[src/design/bcam_pkg.sv]
// ============================================================================
// Banked cartridge address mapper package
// Shared transaction types, bank state type, region codes and bank helpers.
// ============================================================================
`default_nettype none

package bcam_pkg;

    localparam int ROM_BANK_BITS = 7;
    localparam int BANK_FIELD_W  = 7;
    localparam int RAM_BANK_W    = 2;
    localparam int OFFSET_W      = 21;

    localparam logic [3:0] REGION_BOOT_ROM  = 4'd0;
    localparam logic [3:0] REGION_CART_ROM  = 4'd1;
    localparam logic [3:0] REGION_VRAM      = 4'd2;
    localparam logic [3:0] REGION_CART_RAM  = 4'd3;
    localparam logic [3:0] REGION_WORK_RAM  = 4'd4;
    localparam logic [3:0] REGION_UPPER_RAM = 4'd5;
    localparam logic [3:0] REGION_IO_REG    = 4'd6;
    localparam logic [3:0] REGION_INT_EN    = 4'd7;
    localparam logic [3:0] REGION_BANK_CTRL = 4'd8;
    localparam logic [3:0] REGION_BOOT_FLAG = 4'd9;

    localparam logic [1:0] CTRL_RAM_ENABLE = 2'd0;
    localparam logic [1:0] CTRL_ROM_BANK   = 2'd1;
    localparam logic [1:0] CTRL_RAM_BANK   = 2'd2;
    localparam logic [1:0] CTRL_MODE       = 2'd3;

    localparam logic [3:0]  RAM_ENABLE_KEY = 4'hA;
    localparam logic [15:0] BOOT_FLAG_ADDR = 16'hFF50;

    typedef struct packed {
        logic        action;
        logic [15:0] address;
        logic [7:0]  wdata;
    } req_t;

    typedef struct packed {
        logic [3:0]          region;
        logic [OFFSET_W-1:0] offset;
        logic                write_strobe;
        logic [7:0]          write_byte;
        logic [7:0]          flag_read_value;
    } rsp_t;

    typedef struct packed {
        logic                     ram_enable;
        logic [ROM_BANK_BITS-1:0] rom_sel;
        logic [RAM_BANK_W-1:0]    ram_bank;
        logic [7:0]               boot_flag;
    } bank_state_t;

    function automatic logic [BANK_FIELD_W-1:0] rom_sel_full(
        input logic [ROM_BANK_BITS-1:0] bank
    );
        logic [BANK_FIELD_W-1:0] full;
        full = '0;
        full[ROM_BANK_BITS-1:0] = bank;
        return full;
    endfunction

endpackage

`default_nettype wire

[src/design/bcam_bank_regs.sv]
// ============================================================================
// Bank control registers
// Holds RAM enable, ROM bank, RAM bank and boot flag, updated by each
// write transaction as it leaves the input register.
// ============================================================================
`default_nettype none

module bcam_bank_regs
    import bcam_pkg::*;
(
    input  wire logic        clk,
    input  wire logic        rst_n,
    input  wire logic        fire,
    input  wire req_t        req,
    output bank_state_t      state
);

    bank_state_t             state_reg;
    bank_state_t             state_next;
    logic [BANK_FIELD_W-1:0] rom_full;
    logic [BANK_FIELD_W-1:0] rom_new;
    logic [4:0]              rom_low;

    always_comb
    begin
        state_next = state_reg;
        rom_full   = rom_sel_full(state_reg.rom_sel);
        rom_low    = (req.wdata[4:0] == 5'd0) ? 5'd1 : req.wdata[4:0];
        rom_new    = rom_full;
        if (fire && req.action && !req.address[15])
        begin
            case (req.address[14:13])
                CTRL_RAM_ENABLE:
                begin
                    state_next.ram_enable = (req.wdata[3:0] == RAM_ENABLE_KEY);
                end
                CTRL_ROM_BANK:
                begin
                    rom_new = {rom_full[BANK_FIELD_W-1:5], rom_low};
                    state_next.rom_sel = rom_new[ROM_BANK_BITS-1:0];
                end
                CTRL_RAM_BANK:
                begin
                    if (state_reg.ram_enable)
                    begin
                        state_next.ram_bank = req.wdata[RAM_BANK_W-1:0];
                    end
                    else
                    begin
                        rom_new = {req.wdata[1:0], rom_full[4:0]};
                        state_next.rom_sel = rom_new[ROM_BANK_BITS-1:0];
                    end
                end
                CTRL_MODE:
                begin
                    state_next = state_reg;
                end
                default:
                begin
                    state_next = state_reg;
                end
            endcase
        end
        if (fire && req.action && (req.address == BOOT_FLAG_ADDR))
        begin
            state_next.boot_flag = req.wdata;
        end
    end

    always_ff @(posedge clk or negedge rst_n)
    begin
        if (!rst_n)
        begin
            state_reg.ram_enable <= 1'b0;
            state_reg.rom_sel    <= ROM_BANK_BITS'(1);
            state_reg.ram_bank   <= '0;
            state_reg.boot_flag  <= '0;
        end
        else
        begin
            state_reg <= state_next;
        end
    end

    assign state = state_reg;

    // The low five ROM bank bits can never select bank zero.
    a_rom_bank_nonzero: assert property (@(posedge clk) disable iff (!rst_n)
        state_reg.rom_sel[4:0] != 5'd0)
        else $error("ROM bank low bits are zero");

    // Bank state only moves when a transaction leaves the input register.
    a_state_hold: assert property (@(posedge clk) disable iff (!rst_n)
        !fire |=> $stable(state_reg))
        else $error("Bank state changed without a transaction");

    // A write to the boot flag address stores the whole byte.
    a_boot_flag_write: assert property (@(posedge clk) disable iff (!rst_n)
        fire && req.action && (req.address == BOOT_FLAG_ADDR)
        |=> state_reg.boot_flag == $past(req.wdata))
        else $error("Boot flag write lost");

endmodule

`default_nettype wire

[src/design/bcam_decode.sv]
// ============================================================================
// Address decoder
// Maps one bus transaction onto a target region and physical offset using
// the current bank state.
// ============================================================================
`default_nettype none

module bcam_decode
    import bcam_pkg::*;
(
    input  wire req_t        req,
    input  wire bank_state_t state,
    output rsp_t             rsp
);

    logic [15:0] a;

    assign a = req.address;

    always_comb
    begin
        rsp.region          = REGION_INT_EN;
        rsp.offset          = '0;
        rsp.write_strobe    = req.action;
        rsp.write_byte      = req.action ? req.wdata : 8'd0;
        rsp.flag_read_value = 8'd0;
        if (!a[15])
        begin
            if (req.action)
            begin
                rsp.region = REGION_BANK_CTRL;
                rsp.offset = OFFSET_W'(a[14:13]);
            end
            else if ((state.boot_flag == 8'd0) && (a[15:8] == 8'd0))
            begin
                rsp.region = REGION_BOOT_ROM;
                rsp.offset = OFFSET_W'(a);
            end
            else if (!a[14])
            begin
                rsp.region = REGION_CART_ROM;
                rsp.offset = OFFSET_W'(a);
            end
            else
            begin
                rsp.region = REGION_CART_ROM;
                rsp.offset = {rom_sel_full(state.rom_sel), a[13:0]};
            end
        end
        else if (a[15:13] == 3'b100)
        begin
            rsp.region = REGION_VRAM;
            rsp.offset = OFFSET_W'(a[12:0]);
        end
        else if (a[15:13] == 3'b101)
        begin
            rsp.region = REGION_CART_RAM;
            rsp.offset = OFFSET_W'({state.ram_bank, a[12:0]});
        end
        else if (a[15:13] == 3'b110)
        begin
            rsp.region = REGION_WORK_RAM;
            rsp.offset = OFFSET_W'(a[12:0]);
        end
        else if (a[15:8] != 8'hFF)
        begin
            rsp.region = REGION_UPPER_RAM;
            rsp.offset = OFFSET_W'(a[12:0]);
        end
        else if (a == BOOT_FLAG_ADDR)
        begin
            rsp.region = REGION_BOOT_FLAG;
            rsp.flag_read_value = req.action ? 8'd0 : state.boot_flag;
        end
        else if (!a[7])
        begin
            rsp.region = REGION_IO_REG;
            rsp.offset = OFFSET_W'(a[7:0]);
        end
        else if (a != 16'hFFFF)
        begin
            rsp.region = REGION_UPPER_RAM;
            rsp.offset = OFFSET_W'(a[12:0]);
        end
        else
        begin
            rsp.region = REGION_INT_EN;
        end
    end

endmodule

`default_nettype wire

[src/design/banked_cartridge_address_mapper.sv]
// ============================================================================
// Banked cartridge address mapper
// Decodes CPU bus transactions into region and offset and keeps the
// cartridge bank control registers.
// ============================================================================
//
// Channel   Ports                      Contents
// request   req_valid, req_stall, req  action, address, wdata
// response  rsp_valid, rsp_stall, rsp  region, offset, strobe, byte, flag
//
// A transaction is registered on acceptance, decoded in the next cycle and
// its response registered; one transaction per cycle while the response is not stalled.
// The bank registers update as the transaction moves to the response
// register, so the following transaction sees the new bank state.
// A stalled response holds the input register, which then stalls the request.
// Reset clears both valid flags and loads the bank registers.
// ============================================================================
`default_nettype none

module banked_cartridge_address_mapper
    import bcam_pkg::*;
(
    input  wire logic clk,
    input  wire logic rst_n,
    input  wire logic req_valid,
    output logic      req_stall,
    input  wire req_t req,
    output logic      rsp_valid,
    input  wire logic rsp_stall,
    output rsp_t      rsp
);

    logic        s1_valid_reg;
    logic        s1_valid_next;
    req_t        s1_req_reg;
    logic        rsp_valid_reg;
    logic        rsp_valid_next;
    rsp_t        rsp_reg;
    rsp_t        rsp_next;
    bank_state_t state;
    logic        rsp_open;
    logic        advance;
    logic        accept;

    assign rsp_open       = !rsp_valid_reg || !rsp_stall;
    assign advance        = s1_valid_reg && rsp_open;
    assign req_stall      = s1_valid_reg && !rsp_open;
    assign accept         = req_valid && !req_stall;
    assign s1_valid_next  = accept || (s1_valid_reg && !advance);
    assign rsp_valid_next = advance || (rsp_valid_reg && rsp_stall);

    bcam_bank_regs u_bank_regs (
        .clk   (clk),
        .rst_n (rst_n),
        .fire  (advance),
        .req   (s1_req_reg),
        .state (state)
    );

    bcam_decode u_decode (
        .req   (s1_req_reg),
        .state (state),
        .rsp   (rsp_next)
    );

    always_ff @(posedge clk or negedge rst_n)
    begin
        if (!rst_n)
        begin
            s1_valid_reg  <= 1'b0;
            rsp_valid_reg <= 1'b0;
        end
        else
        begin
            s1_valid_reg  <= s1_valid_next;
            rsp_valid_reg <= rsp_valid_next;
        end
    end

    always_ff @(posedge clk)
    begin
        if (accept)
        begin
            s1_req_reg <= req;
        end
        if (advance)
        begin
            rsp_reg <= rsp_next;
        end
    end

    assign rsp_valid = rsp_valid_reg;
    assign rsp       = rsp_reg;

    // A held input transaction with a stalled response must stall the request.
    a_back_pressure: assert property (@(posedge clk) disable iff (!rst_n)
        s1_valid_reg && rsp_valid_reg && rsp_stall |-> req_stall)
        else $error("Request accepted while the pipeline is full");

    // A transaction that leaves the input register always yields a response.
    a_advance_response: assert property (@(posedge clk) disable iff (!rst_n)
        advance |=> rsp_valid_reg)
        else $error("Transaction advanced without a response");

    // The write strobe of a new response follows the transaction's action.
    a_strobe_match: assert property (@(posedge clk) disable iff (!rst_n)
        advance |=> rsp_reg.write_strobe == $past(s1_req_reg.action))
        else $error("Write strobe does not match the transaction");

endmodule

`default_nettype wire

[config.mk]
export PLATFORM = sky130hd
export DESIGN_NAME = banked_cartridge_address_mapper
export DESIGN_NICKNAME = d
export VERILOG_FILES = /design/src/design/bcam_pkg.sv /design/src/design/bcam_bank_regs.sv /design/src/design/bcam_decode.sv /design/src/design/banked_cartridge_address_mapper.sv
export SDC_FILE = /design/constraint.sdc
export NUM_CORES = 1
export LEC_CHECK = 0
export ABC_AREA = 1
export BUFFER_PORTS_ARGS = -buffer_cell sky130_fd_sc_hd__buf_4
export CAP_MARGIN = 20
export CORE_MARGIN = 5
export CORE_UTILIZATION = 56
export CTS_BUF_LIST = sky130_fd_sc_hd__clkbuf_4
export DETAILED_ROUTE_END_ITERATION = 6
export PLACE_DENSITY = 0.88
export SLEW_MARGIN = 15
export SYNTH_ARGS = -nofsm -noshare
export SYNTH_HDL_FRONTEND = slang
export SYNTH_SLANG_ARGS = --single-unit
[constraint.sdc]
create_clock -name clk -period 2.1 [get_ports clk]
set_input_delay 0.315 -clock clk [delete_from_list [all_inputs] [get_ports clk]]
set_output_delay 0.315 -clock clk [all_outputs]
set_load 0.02 [all_outputs]
==> summary.md, run 1 <==
| Metric | Value |
|---|---|
| Status | `finished, final reports clean` |
| Critical Path RT | `about 2.4 ns` |
| Cell count after synthesis | `304` |
| Post-place instance area | `around 4100 µm²` |
| Hold crit path type | `primary input to flip-flop` |
| Total track usage | `17.7%` |
| Final setup margin | `between 0.3 and 0.4 ns` |
| Hold buffer count at CTS | `1` |
| Number of port buffers | `approximately 70` |
| Post-Syn Area | `about 3500 µm²` |
| Grt ovf | `0` |
| Yosys cell types | `24` |
| Avg Cell Area, Syn | `roughly 11 µm²` |
| Layout Cells excl Fill | `roughly 470` |
| Arrival time of the worst setup path | `approximately 2.0 ns` |
| Postcts setup bufs | `0` |
| Pin count of the biggest net entering global routing | `43` |
| Layout Utilization | `between 70% and 80%` |
| Yosys reg bits | `87` |
| Final TNS setup | `0 ns` |
| Post-DP HPWL | `4.86 mm` |
| I/O pin count | `73` |
| Yosys Warn Count | `0` |
| Post-CTS sizing | `0` |
| Least-Margin Pin Slew | `around 0.47 ns` |
| Post-synth top cells | `nand2_1 (71), edfxtp_1 (67), nor2_1 (46)` |
| CTS Sinks | `between 80 and 90` |
| Reg-to-Reg End | `u_bank_regs.rom_full[5]` |
| Most frequently used flop master after synthesis | `edfxtp_1` |
| Hold Crit Depth | `1` |
| Sequential area share after synthesis | `a little under three quarters` |
| Die span in y | `just under 90 µm` |
| DRC viols | `0` |
| Antenna Cells | `0` |
| RePlAce Congestion | `0.853` |
| Num CTS Buffers | `9` |
| Final slew viol count | `0` |
| CTS tree | `built` |
| Critical path endpoint category | `flip-flop` |
| Fin crit share | `81.1%` |
| Std-Cell Rows | `28` |
| Hold_sp | `req[10]` |
| Global-route wire length before repair | `~10 mm` |
| Final std cell area, no fill | `approximately 4300 µm²` |
| CTS max path bufs | `2` |
| DIE WIDTH | `about 90 µm` |
| Top cell type's share of synthesized area | `57.6%` |
| Initial Utilization | `between 50 and 60%` |
| Setup Skew | `0.0236 ns` |
| Area grow syn2layout | `22.0%` |
| Number of synthesized flops with an enable pin | `between 60 and 70` |
| Leak | `approximately 1.9 nW` |
| Post-Syn Nets | `approximately 330` |
| Vias/cell | `roughly 5.2` |
| Via count | `about 2400` |
| Pre-antenna DRT Iters | `4` |
| H-tree depth | `3` |
| Core area | `between 5000 and 6000 µm²` |
| Final setup violation count | `0` |
| Dpl ws | `approximately 0.43 ns` |
| P per Cell Area | `roughly 860 nW/µm²` |
| Root Buffer | `clkbuf_4` |
| Die area | `a little under 8000 µm²` |
| Most frequent cell after synthesis | `nand2_1` |
| Vias in the first global route | `~2200` |
| Max reg flops | `between 40 and 50` |
| MaxCap Viol Count | `0` |
| Fin. Hold Viols | `0` |
| Asr flop ratio synth | `23.0%` |
| Share of layout cells above drive strength 1 | `~28%` |
| Worst-Skew Late Latency | `0.42 ns` |
| Drt wl/cell | `~14 µm` |
| CP startpoint kind | `flip-flop` |
| Worst Hold End | `s1_req_reg[10]` |
| Worst R2R Path Depth | `6` |
| Nets | `just over 400` |
| Max Freq | `about 590 MHz` |
| Relative slew slack | `between 60 and 70%` |
| Synth area leader | `edfxtp_1` |
| Register-to-register path setup slack | `approximately 0.40 ns` |
| Reg2Reg Launch Point | `s1_req_reg[24]` |
| Type of the worst setup path | `flip-flop to flip-flop` |
| Top cells by area, synth | `edfxtp_1 (58%), dfrtp_1 (14%), nand2_1 (7.6%)` |
| Initial antenna violation count | `0` |
| Worst IR Drop VDD | `between 0.5 and 0.6 mV` |
| Drt total wl | `roughly 6.6 mm` |
| Initial drt markers | `around 170` |
| CP Max Fanout | `12` |
| Unrepaired setup endpoints after global routing | `false` |
| CTS clk-pin slew, worst paths | `0.13 ns` |
| Antenna viol nets, final | `0` |
| Period minus WS final | `approximately 1.7 ns` |
| Inst Count DP | `449` |
## worst max path at each step
stage / startpoint / slack [ns] / cells after the start / to
floorplan: rsp_valid / 0.18 / 3 / rsp[0]
global placement: s1_req_reg[24] / 0.55 / 5 / u_bank_regs.rom_full[5]
detailed placement: s1_req_reg[24] / 0.43 / 6 / u_bank_regs.rom_full[5]
CTS: s1_req_reg[24] / 0.39 / 6 / u_bank_regs.rom_full[5]
global route: s1_req_reg[24] / 0.18 / 6 / u_bank_regs.rom_full[5]
finish: s1_req_reg[24] / 0.40 / 6 / u_bank_regs.rom_full[5]
## cell type report
| class | instances | area [µm²] |
|---|---|---|
| Sequential cell | 87 | 2510 |
| Fill cell | 406 | 1730 |
| Multi-Input combinational cell | 170 | 782 |
| Timing Repair Buffer | 75 | 578 |
| Inverter | 43 | 166 |
| Tap cell | 75 | 93.8 |
| Clock buffer | 11 | 82.6 |
| Clock inverter | 4 | 47.5 |
## critical path, cell delays in order, from the launching register on
cell      delay [ns]
edfxtp_1        0.65
nand2_2         0.28
nor2_4          0.21
nand3_1         0.13
nor2_1          0.21
nand2_1         0.08
o21ai_0         0.08
## per-stage QoR
stage               total power, W  hold WS, ns
finish                     0.00365       0.0595
global route               0.00382       0.0192
CTS                        0.00367       0.0449
detailed placement         0.00280        0.202
global placement           0.00277        0.197
floorplan                  0.00253       0.0194
## report_power, final
| part | switching (W) | internal [W] |
|---|---|---|
| Clock | 0.000506 | 0.000381 |
| Combinational | 0.000345 | 0.000219 |
| Sequential | 0.000104 | 0.00209 |
| Total | 0.000955 | 0.00269 |
## kinds of logic after synthesis
family | count (synthesis) | synth area share, %
simple gates | 148 | 18.8
flops | 87 | 71.9
buf+inv | 47 | 5.73
compound gates | 22 | 3.61
## metal layers
layer	GRT usage, %	part of all wire (%)	vias up	wire length (µm)
met5	0	0	-	0
met4	7.04	1.5	0	102
met3	4.06	8.1	9	538
met2	30.3	50	100	3310
met1	22.0	40	1136	2680
li1	-	-	1154	-
## placed cells by master (no fill, tap or decap)
| cell | count |
|---|---|
| buf_4 | 73 |
| nand2_1 | 71 |
| edfxtp_1 | 67 |
| nor2_1 | 46 |
| inv_1 | 40 |
| dfrtp_1 | 19 |
| o21ai_0 | 14 |
| nand3_1 | 12 |
| clkbuf_4 | 11 |
| nor2_4 | 4 |
| nand2_2 | 4 |
| nand4_1 | 4 |
| o21ai_2 | 4 |
| a21oi_1 | 3 |
| inv_2 | 2 |
| nor3_1 | 2 |
| clkinv_2 | 2 |
| nor2_2 | 1 |
| nand2_4 | 1 |
| clkinv_4 | 1 |
| and3_1 | 1 |
| nand3_2 | 1 |
| nand3_4 | 1 |
| a31oi_1 | 1 |
| bufinv_16 | 1 |
| clkinvlp_4 | 1 |
| dlygate4sd3_1 | 1 |
| buf_12 | 1 |
| dfstp_2 | 1 |
Power figures use the tool's default switching activity.
==> run 2: changes to the inputs <==
- ABC_AREA: 1 -> 0
- CORE_UTILIZATION: 56 -> 50
- PLACE_DENSITY: 0.88 -> 0.84
- clock period: 2.1 -> 1.38 ns (I/O delays scaled with it)
==> run 2 against run 1 <==
Net effect:
- the flow now finishes with violations (negative setup slack)
- die area up 5.4%
- critical path depth down 1
- critical path type unchanged
- wire length up 34%
==> summary.md, run 2 <==
| Metric | Value |
|---|---|
| Final setup margin | `-0.857 ns (-1.25 ns)` |
| Arrival time of the worst setup path | `2.58 ns (+0.54 ns)` |
| Period minus WS final | `2.24 ns (+0.534 ns)` |
| Pin count of the biggest net entering global routing | `26 (-40%)` |
| Post-DP HPWL | `5.12 mm (+5.4%)` |
| Via count | `2387 (-0.50%)` |
| Worst-Skew Late Latency | `0.46 ns (+0.04 ns)` |
| Hold crit path type | `primary input to flip-flop` |
| Die area | `8350 µm² (+5.4%)` |
| Nets | `396 (-4.6%)` |
| Fin. Hold Viols | `0 (unchanged)` |
| DRC viols | `0 (unchanged)` |
| Setup Skew | `0.0239 ns (+0.000275 ns)` |
| Synth area leader | `edfxtp_1` |
| Hold Crit Depth | `3 (+2)` |
| Yosys cell types | `33 (+38%)` |
| CP Max Fanout | `8 (-4)` |
| Number of port buffers | `72 (unchanged)` |
| CTS tree | `built` |
| CP startpoint kind | `flip-flop` |
| Post-Syn Area | `3310 µm² (-5.2%)` |
| Share of layout cells above drive strength 1 | `52.2% (+24 points)` |
| Relative slew slack | `77.0% (+8.3 points)` |
| Die span in y | `91.4 µm (+2.7%)` |
| Grt ovf | `0 (unchanged)` |
| Highest-count cells in the layout ignoring fill and taps | `buf_4 (105), edfxtp_1 (67), dlygate4sd3_1 (27)` |
| Initial antenna violation count | `0 (unchanged)` |
| Sequential area share after synthesis | `75.9% (+4.0 points)` |
| Most frequent cell after synthesis | `edfxtp_1` |
| Fill cells | `330 (-19%)` |
| H-tree depth | `3 (unchanged)` |
| Vias/cell | `5.32 (+3.0%)` |
| Total track usage | `19.6% (+1.9 points)` |
| Final setup violation count | `70 (+70)` |
| Final std cell area, no fill | `5110 µm² (+20%)` |
| Cell count after synthesis | `206 (-32%)` |
| Drt wl/cell | `19.7 µm (+38%)` |
| Most frequently used flop master after synthesis | `edfxtp_1` |
| Max Freq | `447 MHz (-24%)` |
| I/O pin count | `73 (unchanged)` |
| Num CTS Buffers | `9 (unchanged)` |
| Root Buffer | `clkbuf_4` |
| Number of synthesized flops with an enable pin | `67 (unchanged)` |
| Worst IR Drop VDD | `0.847 mV (+60%)` |
| Top cell type's share of synthesized area | `60.7% (+3.2 points)` |
| Final slew viol count | `0 (unchanged)` |
| Initial Utilization | `51.9% (-6.5 points)` |
| P per Cell Area | `1060 nW/µm² (+24%)` |
| Area grow syn2layout | `54.2%` |
| Worst R2R Path Depth | `5 (-1)` |
| Max reg flops | `42 (unchanged)` |
| Global-route wire length before repair | `12.5 mm (+20%)` |
| Unrepaired setup endpoints after global routing | `true` |
| Leak | `2.18 nW (+16%)` |
| Yosys Warn Count | `0 (unchanged)` |
| CTS max path bufs | `2 (unchanged)` |
| MaxCap Viol Count | `0 (unchanged)` |
| Antenna Cells | `0 (unchanged)` |
| CP max stage cell | `or4_1` |
| Least-Margin Pin Slew | `0.342 ns (-0.128 ns)` |
| RePlAce Congestion | `0.810 (-5.0%)` |
| Antenna viol nets, final | `0 (unchanged)` |
| Yosys reg bits | `87 (unchanged)` |
| Top cells by area, synth | `edfxtp_1 (61%), dfrtp_1 (14%), mux2_2 (5.8%)` |
| Failing checks | `negative setup slack` |
| Commonest non-fill, non-tap cell in the layout | `buf_4` |
| Worst path cell trace | `or4_1 -> or4_4 -> nor3_4 -> buf_12 -> mux2_2` |
| Type of the worst setup path | `flip-flop to flip-flop` |
| Std-Cell Rows | `29 (+3.6%)` |
| Post-synth top cells | `edfxtp_1 (67), and2_1 (22), dfrtp_1 (19)` |
| Initial drt markers | `100 (-42%)` |
| Asr flop ratio synth | `23.0% (unchanged)` |
| Vias in the first global route | `2482 (+11%)` |
| Largest stage delay, worst path | `0.54 ns (-0.11 ns)` |
| Final TNS setup | `-24.55 ns (-24.55 ns)` |
| Drt total wl | `8.87 mm (+34%)` |
| DIE WIDTH | `91.4 µm (+2.7%)` |
| CTS Sinks | `87 (unchanged)` |
| Fin crit share | `162% (+81 points)` |
| Critical Path RT | `1.72 ns (-0.72 ns)` |
| Post-place instance area | `4320 µm² (+4.7%)` |
| Post-Syn Nets | `235 (-29%)` |
| Core area | `6390 µm² (+6.6%)` |
| Pre-antenna DRT Iters | `4 (unchanged)` |
| Avg Cell Area, Syn | `16.1 µm² (+40%)` |
| Critical path endpoint category | `flip-flop` |
| Status | `finished with violations` |
| CTS clk-pin slew, worst paths | `0.15 ns (+0.02 ns)` |
-- run 2: power by group --
| part | switching (W) | total [W] | leakage (nW) | internal [W] |
|---|---|---|---|---|
| Combinational | 0.000449 | 0.000958 | 1.20 | 0.000509 |
| Sequential | 0.000117 | 0.00320 | 0.915 | 0.00308 |
| Clock | 0.000901 | 0.00127 | 0.0637 | 0.000370 |
| Total | 0.00147 | 0.00542 | 2.18 | 0.00396 |
-- run 2: worst max-delay path, delay by kind of cell, from the launching register on --
kind | cells | cell delay [ns]
buffers and inverters | 1 | 0.15
AND/OR/NAND/NOR | 3 | 1.19
flip-flops | 1 | 0.45
multiplexers | 1 | 0.34
-- run 2: per-layer routing --
layer  vias to the layer above  GRT usage, %  share of wire (%)
li1                       1099             -                  -
met1                      1168          22.8                 37
met2                       102          32.8                 54
met3                        18          5.87                6.6
met4                         0          9.78                2.4
met5                         -             0                  0
-- run 2: worst paths after layout --
path / start / endpoint / slack (ns)
setup / recovery: s1_req_reg[8] / u_bank_regs.state[6] / -0.86
hold / removal: rsp_stall / rsp_valid / 0.06
setup reg to reg: s1_req_reg[8] / u_bank_regs.state[6] / -0.86
hold reg to reg: u_bank_regs.rom_full[2] / u_bank_regs.rom_full[2] / 0.53
max in group asynchronous: rst_n / u_bank_regs.rom_full[0] / 0.95
min in group asynchronous: rst_n / u_bank_regs.state[4] / 0.16
-- run 2: logic make-up after synthesis --
| kind of cell | count (synthesis) | synth area share (%) |
|---|---|---|
| AO/OA/AOI/OAI | 13 | 2.76 |
| buffers and inverters | 9 | 1.06 |
| flip-flops | 87 | 75.9 |
| multiplexers | 17 | 5.78 |
| AND/OR/NAND/NOR | 80 | 14.5 |
-- run 2: area by class of cell --
| cell class | count | area (µm²) | area share [%] |
|---|---|---|---|
| clock inverters | 7 | 47.5 | 0.931 |
| inverters | 2 | 11.3 | 0.220 |
| flip-flops and latches | 87 | 2510 | 49.2 |
| clock buffers | 9 | 67.6 | 1.32 |
| repair buffers | 157 | 1400 | 27.5 |
| multi-input cells | 110 | 967 | 18.9 |
| well taps | 77 | 96.3 | 1.89 |
-- run 2: metrics by stage --
stage                     power [W]  utilization, %  hold slack (ns)  std cells  setup WS [ns]
final                       0.00542            80.0           0.0592        449         -0.857
after global routing        0.00562            80.0           0.0600        449         -0.920
after CTS                   0.00532            77.4           0.0200        441         -0.811
after detailed placement    0.00398            67.6           0.0989        386         -0.932
after global placement      0.00394            67.6           0.0914        386         -0.866
after floorplan             0.00360               -          -0.0886        206         -0.877
-- run 2: timing repair --
item | 4_1_cts | 5_1_grt
hold buffers | 27 | 0
cloned | 0 | 4
endpoints found under the hold margin | 46 | 0
endpoints found under the setup margin | 69 | 101
resized for setup | 36 | 21
buffers inserted | 12 | 7
pin swaps | 14 | 14
==> run 3: changes to the inputs <==
- CORE_UTILIZATION: 50 -> 56
- PLACE_DENSITY: 0.84 -> 0.9
- clock period: 1.38 -> 2.25 ns (I/O delays scaled with it)
==> run 3 against run 2 <==
Net effect:
- the flow now finishes without violations
- via count shrank 14%
- maximum frequency is 1.7% higher
- clock-buffer cell count up 1
- first-iteration DRC count increased by 69%
- sequential share of layout area up 10 points
- power is 41% lower
- global-route usage shrank 1.2 points
==> summary.md, run 3 (synthesis results as in run 2) <==
| Metric | Value |
|---|---|
| Status | `finished, final reports clean` |
| Highest-count cells in the layout ignoring fill and taps | `buf_4 (88), edfxtp_1 (67), and2_1 (22)` |
| Post-DP HPWL | `4.59 mm (-10%)` |
| Setup Skew | `0.0124 ns (-0.0115 ns)` |
| Layout Cells excl Fill | `380 (-15%)` |
| CTS max path bufs | `2 (unchanged)` |
| Fin. Hold Viols | `0 (unchanged)` |
| Period minus WS final | `2.20 ns (-0.0383 ns)` |
| Share of layout cells above drive strength 1 | `41.6% (-11 points)` |
| WHS | `0.0725 ns (+0.0133 ns)` |
| Fin crit share | `97.7% (-64 points)` |
| Arrival time of the worst setup path | `2.52 ns (-0.06 ns)` |
| CP max stage cell | `or4_1` |
| Antenna Cells | `0 (unchanged)` |
| I/O pin count | `73 (unchanged)` |
| Pre-antenna DRT Iters | `4 (unchanged)` |
| Std-Cell Rows | `28 (-3.4%)` |
| H-tree depth | `3 (unchanged)` |
| CP Max Fanout | `8 (unchanged)` |
| Initial drt markers | `169 (+69%)` |
| Sw Share | `24.6% (-2.4 points)` |
| Worst-Skew Late Latency | `0.43 ns (-0.03 ns)` |
| Least-Margin Pin Slew | `0.514 ns (+0.172 ns)` |
| Pwr Total | `0.00320 W (-41%)` |
| Nets | `329 (-17%)` |
| Fill cells | `383 (+16%)` |
| Initial antenna violation count | `0 (unchanged)` |
| Combinational power share | `12.3% (-5.4 points)` |
| CP top delay family | `simple AND/OR/NAND/NOR gates` |
| Global-route wire length before repair | `10.2 mm (-18%)` |
| Antenna viol nets, final | `0 (unchanged)` |
| Part of the power in the clock network | `26.7% (+3.3 points)` |
| CTS clk-pin slew, worst paths | `0.13 ns (-0.02 ns)` |
| Inst Count DP | `360 (-6.7%)` |
| CP startpoint kind | `flip-flop` |
| Leak | `1.75 nW (-20%)` |
| Root Buffer | `clkbuf_4` |
| Final slew viol count | `0 (unchanged)` |
| Drt wl/cell | `17.0 µm (-14%)` |
| Core area | `5850 µm² (-8.4%)` |
| Pin count of the biggest net entering global routing | `26 (unchanged)` |
| Vias/cell | `5.40 (+1.5%)` |
| Via count | `2051 (-14%)` |
| Max Freq | `455 MHz (+1.7%)` |
| Type of the worst setup path | `flip-flop to flip-flop` |
| Worst path cell trace | `or4_1 -> or4_4 -> nor3_4 -> buf_12 -> mux2_2` |
| Register Area | `2510 µm² (about the same)` |
| DRC viols | `0 (unchanged)` |
| WP buf/inv | `1 (unchanged)` |
| Critical Path RT | `2.57 ns (+0.85 ns)` |
| CTS Sinks | `87 (unchanged)` |
| Initial Utilization | `56.6% (+4.7 points)` |
| Critical path endpoint category | `flip-flop` |
| Commonest non-fill, non-tap cell in the layout | `buf_4` |
| Number of port buffers | `72 (unchanged)` |
| Die span in y | `86.9 µm (-4.9%)` |
| Max reg flops | `42 (unchanged)` |
| Grt ovf | `0 (unchanged)` |
| Total track usage | `18.4% (-1.2 points)` |
| MaxCap Viol Count | `0 (unchanged)` |
| Area grow syn2layout | `27.2%` |
| DIE WIDTH | `86.9 µm (-4.9%)` |
| Flop pwr share | `61.0% (+2.1 points)` |
| Drt total wl | `6.46 mm (-27%)` |
| Num CTS Buffers | `9 (unchanged)` |
| P per Cell Area | `759 nW/µm² (-29%)` |
| Largest stage delay, worst path | `0.52 ns (-0.02 ns)` |
| CTS tree | `built` |
| Worst IR Drop VDD | `0.469 mV (-45%)` |
| Vias in the first global route | `2085 (-16%)` |
| Area of the multi-input gates | `768 µm² (-21%)` |
| Final setup violation count | `0 (-100%)` |
| Relative slew slack | `65.6% (-11 points)` |
| Hold crit path type | `primary input to flip-flop` |
| RePlAce Congestion | `0.830 (+2.4%)` |
| Int Pwr | `0.00241 W (-39%)` |
| Reported net switching power | `0.000787 W (-46%)` |
| Die area | `7560 µm² (-9.6%)` |
run 3: cell types whose count changed in the layout (fill, tap and decap cells not counted), moves of 4 or more:
cell / before / now
dlygate4sd3_1: 27 / 1
buf_6: 19 / 0
buf_4: 105 / 88
mux2_2: 10 / 17
mux2_4: 7 / 0
nand2_1: 8 / 12
run 3: path summary, 6_finish.rpt:
| path | slack (ns) | depth (start not counted) | end | start |
|---|---|---|---|---|
| worst max-delay path | 0.05 | 5 | u_bank_regs.state[6] | s1_req_reg[8] |
| worst min-delay path | 0.07 | 1 | s1_req_reg[7] | req[7] |
| worst max register to register | 0.05 | 5 | u_bank_regs.state[6] | s1_req_reg[8] |
| worst min register to register | 0.50 | 2 | u_bank_regs.rom_full[0] | u_bank_regs.rom_full[0] |
| max in group asynchronous | 1.67 | 2 | u_bank_regs.rom_full[0] | rst_n |
| min in group asynchronous | 0.31 | 2 | u_bank_regs.state[7] | rst_n |
run 3: stage by stage:
step	utilization, %	setup WS (ns)	cell area [µm²]	TNS, ns
6_report	72.0	0.0517	4210	0
5_1_grt	72.0	-0.0107	4210	-0.0291
4_1_cts	71.6	0.0166	4190	0
3_5_place_dp	69.1	-0.0741	4040	-0.533
3_3_place_gp	69.1	-0.00642	4040	-0.0428
2_1_floorplan	-	-0.00718	3320	-0.0574
run 3: layout make-up:
| class | instances | area share [%] |
|---|---|---|
| Inverter | 2 | 0.267 |
| Multi-Input combinational cell | 110 | 18.2 |
| Tap cell | 75 | 2.23 |
| Sequential cell | 87 | 59.6 |
| Timing Repair Buffer | 90 | 16.4 |
| Clock inverter | 6 | 1.45 |
| Clock buffer | 10 | 1.78 |
run 3: timing repair:
item                                    4_1_cts  5_1_grt
hold endpoints to repair                     20        0
gates cloned                                  0        0
hold buffers                                  1        0
pin swaps                                     0        2
endpoints found under the setup margin        8        8
resized for setup                             1        0
buffers inserted                              0        3
run 3: power by group through the flow:
stage | sequential, W | clock (W) | combinational, W
finish | 0.00195 | 0.000854 | 0.000393
global route | 0.00197 | 0.000938 | 0.000422
CTS | 0.00195 | 0.000871 | 0.000396
detailed placement | 0.00199 | 0 | 0.000391
global placement | 0.00198 | 0 | 0.000376
floorplan | 0.00205 | 0 | 0.000128
run 3: layer usage:
layer	up-vias	part of all wire, %	global-route usage [%]	wire, µm
met5	-	0	0	0
met3	14	6.6	3.69	429
li1	962	-	-	-
met2	75	53	30.7	3450
met1	1000	37	21.8	2420
met4	0	2.6	11.3	169
